### src/rtl/bakery_ticket_lock_arbiter_macros.svh
// Assertion macros shared by the bakery ticket lock arbiter RTL
`ifndef BAKERY_TICKET_LOCK_ARBITER_MACROS_SVH
`define BAKERY_TICKET_LOCK_ARBITER_MACROS_SVH

// Same-cycle implication, sampled on clk, off while in reset
`define BKL_ASSERT_NOW(label, ante, cons, msg) \
    label: assert property (@(posedge clk) disable iff (!rst_n) (ante) |-> (cons)) \
        else $error(msg);

// Next-cycle implication, sampled on clk, off while in reset
`define BKL_ASSERT_NEXT(label, ante, cons, msg) \
    label: assert property (@(posedge clk) disable iff (!rst_n) (ante) |=> (cons)) \
        else $error(msg);

`endif

### src/rtl/bkl_pkg.sv
// Package: sizes, codes and scan token type of the bakery ticket lock arbiter
`default_nettype none

package bkl_pkg;

    localparam int MAX_THREADS  = 8;
    localparam int TICKET_BITS  = 16;

    localparam int THREAD_ID_W  = 3;
    localparam int ASSIGNED_W   = 16;
    localparam int STATUS_W     = 2;
    localparam int CFG_W        = 4;

    localparam int IDX_W        = $clog2(MAX_THREADS);
    localparam int CNT_W        = $clog2(MAX_THREADS + 1);
    localparam int CMP_W        = (CNT_W > THREAD_ID_W) ? CNT_W : THREAD_ID_W;
    localparam int CFGCMP_W     = (CNT_W > CFG_W) ? CNT_W : CFG_W;

    localparam logic [TICKET_BITS-1:0] TICKET_LIMIT = {TICKET_BITS{1'b1}};

    localparam int RESET_THREADS = 8;
    localparam logic [CNT_W-1:0] RESET_CNT =
        CNT_W'((RESET_THREADS > MAX_THREADS) ? MAX_THREADS : RESET_THREADS);

    localparam logic KIND_ACQUIRE = 1'b0;
    localparam logic KIND_RELEASE = 1'b1;

    localparam logic [STATUS_W-1:0] ST_OK       = 2'd0;
    localparam logic [STATUS_W-1:0] ST_RANGE    = 2'd1;
    localparam logic [STATUS_W-1:0] ST_OVERFLOW = 2'd2;

    typedef struct packed {
        logic                   vld;
        logic [TICKET_BITS-1:0] top;
        logic                   al_found;
        logic [TICKET_BITS-1:0] al_min;
        logic [IDX_W-1:0]       al_idx;
        logic                   ex_found;
        logic [TICKET_BITS-1:0] ex_min;
        logic [IDX_W-1:0]       ex_idx;
    } scan_t;

    typedef struct packed {
        logic                   en;
        logic [IDX_W-1:0]       idx;
        logic [TICKET_BITS-1:0] value;
    } tkt_wr_t;

    function automatic logic [CNT_W-1:0] eff_count(input logic [CFG_W-1:0] raw);
        logic [CFGCMP_W-1:0] wide;
        wide = CFGCMP_W'(raw);
        if (wide == '0)
            return CNT_W'(1);
        else if (wide > CFGCMP_W'(MAX_THREADS))
            return CNT_W'(MAX_THREADS);
        else
            return CNT_W'(wide);
    endfunction

endpackage

`default_nettype wire

### src/rtl/bkl_cell.sv
// One thread slot: holds its ticket and folds it into the passing scan token
`default_nettype none

module bkl_cell
    import bkl_pkg::*;
(
    input  wire logic                   clk,
    input  wire logic                   rst_n,
    input  wire logic [IDX_W-1:0]       cell_idx,
    input  wire logic [CNT_W-1:0]       count,
    input  wire logic [THREAD_ID_W-1:0] tid,
    input  wire tkt_wr_t                wr,
    input  wire scan_t                  scan_in,
    output scan_t                       scan_out
);

    logic [TICKET_BITS-1:0] ticket_reg;
    logic [TICKET_BITS-1:0] ticket_next;
    scan_t                  scan_reg;
    scan_t                  scan_next;
    logic                   active;
    logic                   is_tid;

    assign active = CNT_W'(cell_idx) < count;
    assign is_tid = CMP_W'(cell_idx) == CMP_W'(tid);

    always_comb
    begin
        scan_next = scan_in;
        if (scan_in.vld && active)
        begin
            if (ticket_reg > scan_in.top)
                scan_next.top = ticket_reg;
            if (ticket_reg != '0)
            begin
                if (!scan_in.al_found || ticket_reg < scan_in.al_min)
                begin
                    scan_next.al_found = 1'b1;
                    scan_next.al_min   = ticket_reg;
                    scan_next.al_idx   = cell_idx;
                end
                if (!is_tid && (!scan_in.ex_found || ticket_reg < scan_in.ex_min))
                begin
                    scan_next.ex_found = 1'b1;
                    scan_next.ex_min   = ticket_reg;
                    scan_next.ex_idx   = cell_idx;
                end
            end
        end
    end

    always_comb
    begin
        ticket_next = ticket_reg;
        if (wr.en && wr.idx == cell_idx)
            ticket_next = wr.value;
    end

    always_ff @(posedge clk or negedge rst_n)
    begin
        if (!rst_n)
        begin
            ticket_reg <= '0;
            scan_reg   <= '0;
        end
        else
        begin
            ticket_reg <= ticket_next;
            scan_reg   <= scan_next;
        end
    end

    assign scan_out = scan_reg;

endmodule

`default_nettype wire

### src/rtl/bakery_ticket_lock_arbiter.sv
// Top level: bakery ticket lock arbiter built from a row of thread slot cells
//
// Usage:
//   Command channel: raise start with kind (0 acquire, 1 release) and
//   thread_id; the command transfers at a rising edge where start is high
//   and busy is low. busy stays high while the command is in flight.
//   Result channel: done is high for exactly one cycle with holder_valid,
//   holder_thread, assigned_ticket and status. The receiver cannot stall;
//   the result must be taken in that cycle.
//   Configuration: cfg_data sets the active thread count; it transfers when
//   cfg_valid and cfg_ready are high. cfg_ready is low while busy or start.
//   Sequence: an accepted command sets launch_reg, the scan token walks the row
//   of cells, one slot per cycle, and the result registers take the tail of
//   the row, raising done. No new command transfers while busy is high; one
//   may transfer in the cycle done is high.
//   Reset: all tickets clear, active count returns to eight, nothing in
//   flight. No clearing pass is needed after reset.
`default_nettype none

`include "bakery_ticket_lock_arbiter_macros.svh"

module bakery_ticket_lock_arbiter
    import bkl_pkg::*;
(
    input  wire logic                   clk,
    input  wire logic                   rst_n,
    input  wire logic                   start,
    output logic                        busy,
    input  wire logic                   kind,
    input  wire logic [THREAD_ID_W-1:0] thread_id,
    output logic                        done,
    output logic                        holder_valid,
    output logic [THREAD_ID_W-1:0]      holder_thread,
    output logic [ASSIGNED_W-1:0]       assigned_ticket,
    output logic [STATUS_W-1:0]         status,
    input  wire logic                   cfg_valid,
    output logic                        cfg_ready,
    input  wire logic [CFG_W-1:0]       cfg_data
);

    logic                   busy_reg;
    logic                   busy_next;
    logic                   launch_reg;
    logic                   kind_reg;
    logic [THREAD_ID_W-1:0] tid_reg;
    logic                   range_ok_reg;
    logic [CNT_W-1:0]       cnt_reg;
    logic                   done_reg;
    logic                   hv_reg;
    logic                   hv_next;
    logic [THREAD_ID_W-1:0] ht_reg;
    logic [THREAD_ID_W-1:0] ht_next;
    logic [ASSIGNED_W-1:0]  at_reg;
    logic [ASSIGNED_W-1:0]  at_next;
    logic [STATUS_W-1:0]    st_reg;
    logic [STATUS_W-1:0]    st_next;
    logic                   accept;
    scan_t                  chain [0:MAX_THREADS];
    scan_t                  tail;
    tkt_wr_t                wr;
    logic [MAX_THREADS:0]   token_vld;

    assign accept    = start && !busy_reg;
    assign cfg_ready = !busy_reg && !start;
    assign tail      = chain[MAX_THREADS];

    always_comb
    begin
        chain[0]     = '0;
        chain[0].vld = launch_reg;
    end

    genvar g;
    generate
        for (g = 0; g < MAX_THREADS; g++)
        begin : g_cell
            bkl_cell u_cell (
                .clk      (clk),
                .rst_n    (rst_n),
                .cell_idx (IDX_W'(g)),
                .count    (cnt_reg),
                .tid      (tid_reg),
                .wr       (wr),
                .scan_in  (chain[g]),
                .scan_out (chain[g+1])
            );
            assign token_vld[g] = chain[g+1].vld;
        end
    endgenerate

    assign token_vld[MAX_THREADS] = launch_reg;

    always_comb
    begin
        wr       = '0;
        wr.idx   = IDX_W'(tid_reg);
        hv_next  = tail.al_found;
        ht_next  = THREAD_ID_W'(tail.al_idx);
        at_next  = '0;
        st_next  = ST_OK;
        if (!range_ok_reg)
        begin
            st_next = ST_RANGE;
        end
        else if (kind_reg == KIND_ACQUIRE)
        begin
            if (tail.top == TICKET_LIMIT)
            begin
                st_next = ST_OVERFLOW;
            end
            else
            begin
                wr.en    = tail.vld;
                wr.value = tail.top + TICKET_BITS'(1);
                at_next  = ASSIGNED_W'(wr.value);
                hv_next  = 1'b1;
                ht_next  = tail.ex_found ? THREAD_ID_W'(tail.ex_idx) : tid_reg;
            end
        end
        else
        begin
            wr.en   = tail.vld;
            hv_next = tail.ex_found;
            ht_next = THREAD_ID_W'(tail.ex_idx);
        end
    end

    always_comb
    begin
        busy_next = busy_reg;
        if (accept)
            busy_next = 1'b1;
        else if (tail.vld)
            busy_next = 1'b0;
    end

    always_ff @(posedge clk or negedge rst_n)
    begin
        if (!rst_n)
        begin
            busy_reg     <= 1'b0;
            launch_reg   <= 1'b0;
            done_reg     <= 1'b0;
            cnt_reg      <= RESET_CNT;
            kind_reg     <= KIND_ACQUIRE;
            tid_reg      <= '0;
            range_ok_reg <= 1'b0;
            hv_reg       <= 1'b0;
            ht_reg       <= '0;
            at_reg       <= '0;
            st_reg       <= ST_OK;
        end
        else
        begin
            busy_reg   <= busy_next;
            launch_reg <= accept;
            done_reg   <= tail.vld;
            if (cfg_valid && cfg_ready)
                cnt_reg <= eff_count(cfg_data);
            if (accept)
            begin
                kind_reg     <= kind;
                tid_reg      <= thread_id;
                range_ok_reg <= CMP_W'(thread_id) < CMP_W'(cnt_reg);
            end
            if (tail.vld)
            begin
                hv_reg <= hv_next;
                ht_reg <= ht_next;
                at_reg <= at_next;
                st_reg <= st_next;
            end
        end
    end

    assign busy            = busy_reg;
    assign done            = done_reg;
    assign holder_valid    = hv_reg;
    assign holder_thread   = ht_reg;
    assign assigned_ticket = at_reg;
    assign status          = st_reg;

    `BKL_ASSERT_NOW(a_done_idle, done_reg, !busy_reg, "result strobe while busy")
    `BKL_ASSERT_NOW(a_tail_busy, tail.vld, busy_reg, "scan token finished while idle")
    `BKL_ASSERT_NOW(a_one_token, 1'b1, $onehot0(token_vld), "more than one scan token in flight")
    `BKL_ASSERT_NOW(a_refused_zero, done_reg && st_reg != ST_OK, at_reg == '0, "ticket on refusal")
    `BKL_ASSERT_NOW(a_no_holder, done_reg && !hv_reg, ht_reg == '0, "holder index without holder")

endmodule

`default_nettype wire
### config.mk
export PLATFORM = sky130hd
export DESIGN_NAME = bakery_ticket_lock_arbiter
export DESIGN_NICKNAME = d
export VERILOG_FILES = /design/src/rtl/bkl_pkg.sv /design/src/rtl/bkl_cell.sv /design/src/rtl/bakery_ticket_lock_arbiter.sv
export VERILOG_INCLUDE_DIRS = /design/src /design/src/rtl
export SDC_FILE = /design/constraint.sdc
export NUM_CORES = 1
export LEC_CHECK = 0
export BUFFER_PORTS_ARGS = -buffer_cell sky130_fd_sc_hd__buf_2
export CORE_UTILIZATION = 46
export CTS_CLUSTER_DIAMETER = 60
export DETAILED_ROUTE_END_ITERATION = 16
export SYNTH_ARGS = -nofsm -noshare
export SYNTH_HDL_FRONTEND = slang
export SYNTH_SLANG_ARGS = --single-unit
export TNS_END_PERCENT = 50
### constraint.sdc
create_clock -name clk -period 7.72 [get_ports clk]
set_clock_uncertainty 0.05 [all_clocks]
set_input_delay 0.386 -clock clk [delete_from_list [all_inputs] [get_ports clk]]
set_output_delay 0.386 -clock clk [all_outputs]
set_load 0.01 [all_outputs]
==> After elaboration in Yosys (flattened, before gate mapping) <==
Cells that the tools add are included.
Widths: inputs -> output; s select.
{ "word_totals": {"ff_bits": 586, "latchBits": 0, "ramBits": 0, "mem_bits_ro": 0, "inputBits": 12, "output_inout_bits": 25, "word_cells": 262, "n_memories": 0} }
{ "op_classes": {"n_addsub": 1, "mul": 0, "div": 0, "magnitude_cmp": 32, "eq_ne": 15, "n_shift": 0, "mux": 59, "n_bitwise": 0, "reduce_logical": 74} }
{ "ops": {"columns": ["operator", "count"], "rows": [
  ["$mux 56", 8],
  ["$mux 40", 8],
  ["$mux 20", 15],
  ["$lt 16x16->1", 14],
  ["$mux 16", 11],
  ["$reduce_bool 16->1", 8],
  ["$gt 16x16->1", 7],
  ["$logic_and 1x1->1", 26],
  ["$logic_not 1->1", 23],
  ["$add 16x1->16 const B", 1],
  ["$eq 16x16->1 const B", 1],
  ["$gt 16x1->1 const B", 1],
  ["$lt 3x4->1 const A", 4],
  ["$logic_or 1x1->1", 14],
  ["$eq 3x3->1 const A", 4],
  ["$eq 3x3->1 const B", 4],
  ["$mux 3", 4],
  ["$lt 1x4->1 const A", 2],
  ["$lt 2x4->1 const A", 2],
  ["$mux 1", 8],
  ["$mux 4", 2],
  ["$eq 2x3->1 const A", 2],
  ["$eq 3x2->1 const B", 2],
  ["$mux 2", 3],
  ["other kinds (7)", 7]
]} }

==> Longest topological paths before layout <==
{ "depth": {"depth_word": 6, "ltp_mapped": 10, "ltp_nobuf": 8} }

==> Cells and area by module <==
Synthesis repeated with hierarchy kept, for this count alone.
{ "unflattened": {"cells_unflattened": 2884, "area_unflattened_um2": 34674.5} }
{ "modules_own_cells": {"columns": ["mod", "instances", "cells_per_inst", "area_per_inst_um2", "seq_area_each_um2"], "rows": [
  ["bkl_cell at g_cell[0].u_cell ...", 7, 336, 4090.2, 1826.8],
  ["bkl_cell at g_cell[7].u_cell", 1, 336, 4102.7, 1826.8],
  ["bakery_ticket_lock_arbiter", 1, 196, 1940.6, 852.1]
]} }

==> Least setup slack after synthesis <==
OpenSTA, ideal clock, no wires.
{ "synth_path": {"kind": "reg2reg", "startpoint": "register g_cell[4].u_cell.ticket_reg[14]", "endpoint": "register g_cell[4].u_cell.scan_reg, in the netlist g_cell[4].u_cell.scan_out[13]", "setup_ns": 0.125, "arrival_time_ns": 2.474, "t_required_ns": 7.545, "path_slack_ns": 5.071, "path_stages_with_launch": 9, "n_path_buf": 1, "period_less_slack_ns": 2.649, "cell_sequence": "dfrtp_1 ha_1 a21oi_1 nand2_1 a22o_1 or4_1 a21oi_4 buf_6 mux2_2"} }
{ "synth_rtl": {"columns": ["element", "line", "rtl"], "rows": [
  ["start: declaration", "bkl_cell.sv:17", "logic [TICKET_BITS-1:0] ticket_reg;"],
  ["start signal: assignment", "bkl_cell.sv:68", "ticket_reg <= ticket_next;"],
  ["end signal: assignment", "bkl_cell.sv:69", "scan_reg <= scan_next;"],
  ["end: declaration", "bkl_cell.sv:19", "scan_t scan_reg;"]
]} }

==> Worst setup path in the final report <==
{ "layout_path": {"startpoint": "register g_cell[7].u_cell.scan_reg, in the netlist g_cell[7].u_cell.scan_out[56]", "endpoint": "register g_cell[7].u_cell.ticket_reg[2]"} }
{ "layout_via": {"elab_chain_cells": 4} }
{ "layout_lines": {"columns": ["element", "line", "rtl"], "rows": [
  ["start: declaration", "bkl_cell.sv:19", null],
  ["start signal: assignment", "bkl_cell.sv:69", null],
  ["$mux 1", "bakery_ticket_lock_arbiter.sv:107", "if (tail.top == TICKET_LIMIT)"],
  ["$mux 1 *", "bakery_ticket_lock_arbiter.sv:105", "else if (kind_reg == KIND_ACQUIRE)"],
  ["$mux 1 *", "bakery_ticket_lock_arbiter.sv:101", "if (!range_ok_reg)"],
  ["$logic_and 1x1->1 *", "bkl_cell.sv:55", "if (wr.en && wr.idx == cell_idx)"],
  ["end signal: assignment", "bkl_cell.sv:68", null],
  ["end: declaration", "bkl_cell.sv:17", null]
]} }
Mark *: on every way between the ends. The rest lies on a longest branch, timed or not.
A chain may end at the register's enable or synchronous reset.

==> results.json <==
{
  "io-pin-count": 37,
  "final.setup.tns_ps": 0,
  "syn2layout_area_growth_pct": 11.8,
  "post-route-min-period_ps": 3640,
  "criticalPathCategory": "reg2reg",
  "layout-drive-gt1-share_pct": 24.9,
  "synth_top_cell_area_share_pct": 47.8,
  "max_cap_viol_count": 0,
  "portBuffers": 36,
  "reg2reg_from": "g_cell[7].u_cell.scan_out[56]",
  "cts-root-buf": "sky130_fd_sc_hd__clkbuf_16",
  "timing.slew.headroom_pct": 18.0,
  "final_max_slew_viol_count": 0,
  "leakage_nw": 16.0,
  "min_delay_path_depth": 2,
  "irDropWorstVdd_mv": 0.192,
  "worst_skew_pair.late_latency_ps": 600,
  "hp-class": "in2reg",
  "start_util_pct": 46.8,
  "ys_seq_area_share_pct": 47.9,
  "layout.cell_area.non_filler_sq_um": 32500,
  "seq_area_sq_um": 13900,
  "die_area_sq_um": 64100,
  "nNetsFinal": 2846,
  "post_synth_inst_count": 2443,
  "rsz0062_at_grt": "no",
  "detail_route.first_pass.iterations": 5,
  "clk_pin_slew_ps": 50,
  "grtUsageTotal_pct": 24.6,
  "async_reset_ff_share_pct": 100,
  "crit_family": "simple AND/OR/NAND/NOR gates",
  "cts_tree": "built",
  "yosys_most_used_dff": "sky130_fd_sc_hd__dfrtp_1",
  "fp-row-count": 91,
  "largest_reg_flops": 394,
  "gr-total-overflow": 0,
  "clock-sinks": 556,
  "number_of_enable_type_register_cells_in_the_synthesized_netlist": 0,
  "slowest_delay_ps": 1080,
  "yosysUniqueCellTypes": 72,
  "crit_slowest_cell": "sky130_fd_sc_hd__dfrtp_1",
  "post_synth_top_area_cell": "sky130_fd_sc_hd__dfrtp_1",
  "worst-path-buf-inv": 0,
  "clock.fmax_mhz": 274,
  "cell_area_synth_sq_um": 29000,
  "synth_area_leaders": "sky130_fd_sc_hd__dfrtp_1 (48%), sky130_fd_sc_hd__mux2_2 (17%), sky130_fd_sc_hd__ha_1 (13%)",
  "first_iter_violations": 914,
  "grt_pass1_vias": 20100,
  "routed_via_count_divided_by_cell_count": 5.44,
  "dieHeight_um": 253,
  "power-per-cell-area_nw_per_um2": 206,
  "period_share_pct": 47.2,
  "min_from": "thread_id[2]",
  "antenna_found_initial": 5,
  "tritoncts_buffer_count": 66,
  "worst_ep_required_time_ps": 8150,
  "setup_viol": 0,
  "cp.depth": 5,
  "end_point_of_the_worst_hold_path": "tid_reg[2]",
  "drc": 0,
  "route.detailed.wl_per_inst_um": 22.2,
  "cts-root-to-sink-buffers": 3,
  "ant_nets": 0,
  "worst_flop_to_flop_path_endpoint": "g_cell[7].u_cell.ticket_reg[2]",
  "outcome": "finished clean",
  "vias": 18600,
  "drt_wl_total_um": 75600,
  "htreeDepth": 3,
  "grt_pass1_wl_um": 118000,
  "multi_input_gate_area_sq_um": 13600,
  "nFillCells": 5355,
  "startpoint_type": "flip-flop",
  "path_cells": "nand2_1, a41oi_2, nand2_1, nor2_2, mux2_2",
  "ys_ff_latch": 556,
  "worst_setup_path_end_kind": "flip-flop",
  "worst-slew-pin-transition_ps": 1230,
  "maximum_number_of_pins_on_one_net_before_global_route_repair": 147,
  "synth.net_count": 2768,
  "crit_path_frequent_cell": "sky130_fd_sc_hd__nand2_1",
  "die-width_um": 253,
  "core-area_sq_um": 62100,
  "post_synthesis_mean_instance_area_sq_um": 11.9,
  "timing.reg2reg.setup_slack_ps": 4080,
  "synthesis.yosys.warnings": 0,
  "ff2ff_path_depth": 5,
  "place_hpwl_um": 57200,
  "gp_congestion": 0.924,
  "critPathMaxFanout": 29,
  "cp.arrival_ps": 4070,
  "dpl-instance-area_sq_um": 30100,
  "final_hold_viol_count": 0
}
==> power by group <==
part           internal [mW]  total [mW]  leakage, nW  switching, mW
Clock                   2.03        3.24         1.13           1.21
Combinational          0.114       0.355         7.18          0.241
Sequential              2.97        3.08         7.73          0.110
==> layout make-up <==
type | count | share of cell area, %
flip-flops and latches | 556 | 42.8
multi-input cells | 1510 | 41.8
clock buffers | 101 | 6.32
inverters | 329 | 3.80
well taps | 837 | 3.22
repair buffers | 58 | 1.23
clock inverters | 16 | 0.728
diodes | 2 | 0.0154
==> cell usage in the layout (no fill, tap or decap), types with 8 or more instances in the layout <==
cell type,netlist,layout
sky130_fd_sc_hd__a211oi_1,15,15
sky130_fd_sc_hd__a21o_1,22,22
sky130_fd_sc_hd__a21oi_1,105,105
sky130_fd_sc_hd__and2_1,39,39
sky130_fd_sc_hd__and3_1,13,13
sky130_fd_sc_hd__and4_1,8,8
sky130_fd_sc_hd__buf_2,20,35
sky130_fd_sc_hd__buf_4,6,13
sky130_fd_sc_hd__clkbuf_1,11,16
sky130_fd_sc_hd__clkbuf_16,0,73
sky130_fd_sc_hd__clkbuf_8,0,12
sky130_fd_sc_hd__clkinv_2,0,8
sky130_fd_sc_hd__dfrtp_1,555,555
sky130_fd_sc_hd__ha_1,313,313
sky130_fd_sc_hd__inv_1,329,329
sky130_fd_sc_hd__mux2_2,435,435
sky130_fd_sc_hd__mux2_4,9,9
sky130_fd_sc_hd__nand2_1,79,79
sky130_fd_sc_hd__nand2b_1,33,33
sky130_fd_sc_hd__nand3_1,39,39
sky130_fd_sc_hd__nand4_1,51,51
sky130_fd_sc_hd__nor2_1,48,47
sky130_fd_sc_hd__nor2_4,10,10
sky130_fd_sc_hd__nor2b_1,26,26
sky130_fd_sc_hd__nor3_1,16,16
sky130_fd_sc_hd__nor4_1,38,38
sky130_fd_sc_hd__o211ai_1,16,16
sky130_fd_sc_hd__o21a_1,14,14
sky130_fd_sc_hd__o21ai_0,58,58
sky130_fd_sc_hd__or2_2,13,13
sky130_fd_sc_hd__xor2_1,10,10
==> cells by family (layout without fill, tap and decap cells) <==
kind of cell	count (synthesis)	in the layout	share of synthesized area (%)
compound gates	295	295	6.74
xor+xnor	13	13	0.392
fa+ha+maj	313	313	13.5
buf+inv	377	504	5.31
flops	556	556	47.9
mux	455	455	17.7
other cells	0	2	0
simple gates	434	434	8.43
==> Yosys cell counts, types with 4 or more instances <==
cell type / n
sky130_fd_sc_hd__a221o_1: 6
sky130_fd_sc_hd__nand3_1: 39
sky130_fd_sc_hd__buf_4: 6
sky130_fd_sc_hd__o211ai_1: 16
sky130_fd_sc_hd__a21o_1: 22
sky130_fd_sc_hd__and4_1: 8
sky130_fd_sc_hd__or3_1: 4
sky130_fd_sc_hd__a221oi_1: 6
sky130_fd_sc_hd__mux2_4: 9
sky130_fd_sc_hd__buf_2: 20
sky130_fd_sc_hd__mux2_2: 435
sky130_fd_sc_hd__inv_1: 329
sky130_fd_sc_hd__nor2b_1: 26
sky130_fd_sc_hd__nand2b_1: 33
sky130_fd_sc_hd__and2_1: 39
sky130_fd_sc_hd__o21ai_0: 58
sky130_fd_sc_hd__and3_1: 13
sky130_fd_sc_hd__nand2_1: 79
sky130_fd_sc_hd__or2_2: 13
sky130_fd_sc_hd__mux2_1: 6
sky130_fd_sc_hd__a2111oi_0: 7
sky130_fd_sc_hd__o21a_1: 14
sky130_fd_sc_hd__a21oi_1: 105
sky130_fd_sc_hd__ha_1: 313
sky130_fd_sc_hd__nor2_1: 48
sky130_fd_sc_hd__nor3_1: 16
sky130_fd_sc_hd__nor2_4: 10
sky130_fd_sc_hd__xor2_1: 10
sky130_fd_sc_hd__mux2i_1: 5
sky130_fd_sc_hd__clkbuf_1: 11
sky130_fd_sc_hd__dfrtp_1: 555
sky130_fd_sc_hd__or4_1: 4
sky130_fd_sc_hd__a31oi_1: 7
sky130_fd_sc_hd__nor4_1: 38
sky130_fd_sc_hd__a22o_1: 4
sky130_fd_sc_hd__a211oi_1: 15
sky130_fd_sc_hd__buf_6: 8
sky130_fd_sc_hd__nand4_1: 51
==> worst register-to-register path, cell delays in order (launching register included) <==
cell	delay [ps]
sky130_fd_sc_hd__dfrtp_1	1080
sky130_fd_sc_hd__nand2_1	220
sky130_fd_sc_hd__a41oi_2	660
sky130_fd_sc_hd__nand2_1	260
sky130_fd_sc_hd__nor2_2	830
sky130_fd_sc_hd__mux2_2	420
==> what timing repair did <==
action / CTS / global route
gates resized for setup: 0 / 0
hold buffers: 7 / 0
endpoints found under the hold margin: 119 / 0
setup buffers: 0 / 0
==> stage by stage <==
| step | std cells | setup WS, ps | utilization [%] | hold WS, ps | power (mW) |
|---|---|---|---|---|---|
| final | 3409 | 4080 | 52.3 | 34.3 | 6.68 |
| after global routing | 3407 | 3840 | 52.3 | 12.3 | 6.91 |
| after CTS | 3407 | 4070 | 52.3 | 5.96 | 6.75 |
| after detailed placement | 3283 | 4090 | 48.5 | 314 | 3.48 |
| after global placement | 3283 | 4180 | 48.5 | 305 | 3.47 |
| after floorplan | 2443 | 5070 | - | 40.4 | 3.28 |
==> how the worst max path moves through the flow <==
stage                                    start                              end
4_1_cts          g_cell[7].u_cell.scan_out[56]   g_cell[7].u_cell.ticket_reg[2]
2_1_floorplan  g_cell[4].u_cell.ticket_reg[14]    g_cell[4].u_cell.scan_out[13]
3_5_place_dp     g_cell[7].u_cell.scan_out[56]   g_cell[7].u_cell.ticket_reg[3]
6_report         g_cell[7].u_cell.scan_out[56]   g_cell[7].u_cell.ticket_reg[2]
5_1_grt          g_cell[7].u_cell.scan_out[56]  g_cell[7].u_cell.ticket_reg[10]
3_3_place_gp     g_cell[7].u_cell.scan_out[56]   g_cell[7].u_cell.ticket_reg[2]
==> metal layers <==
layer  routed length (um)  share of wire, %  track usage [%]
met1                31100                41             28.9
met2                38000                50             43.4
met4                 3940               5.2             12.6
met5                    0                 0                0
met3                 2650               3.5             3.59
(Power assumes the default switching activity.)
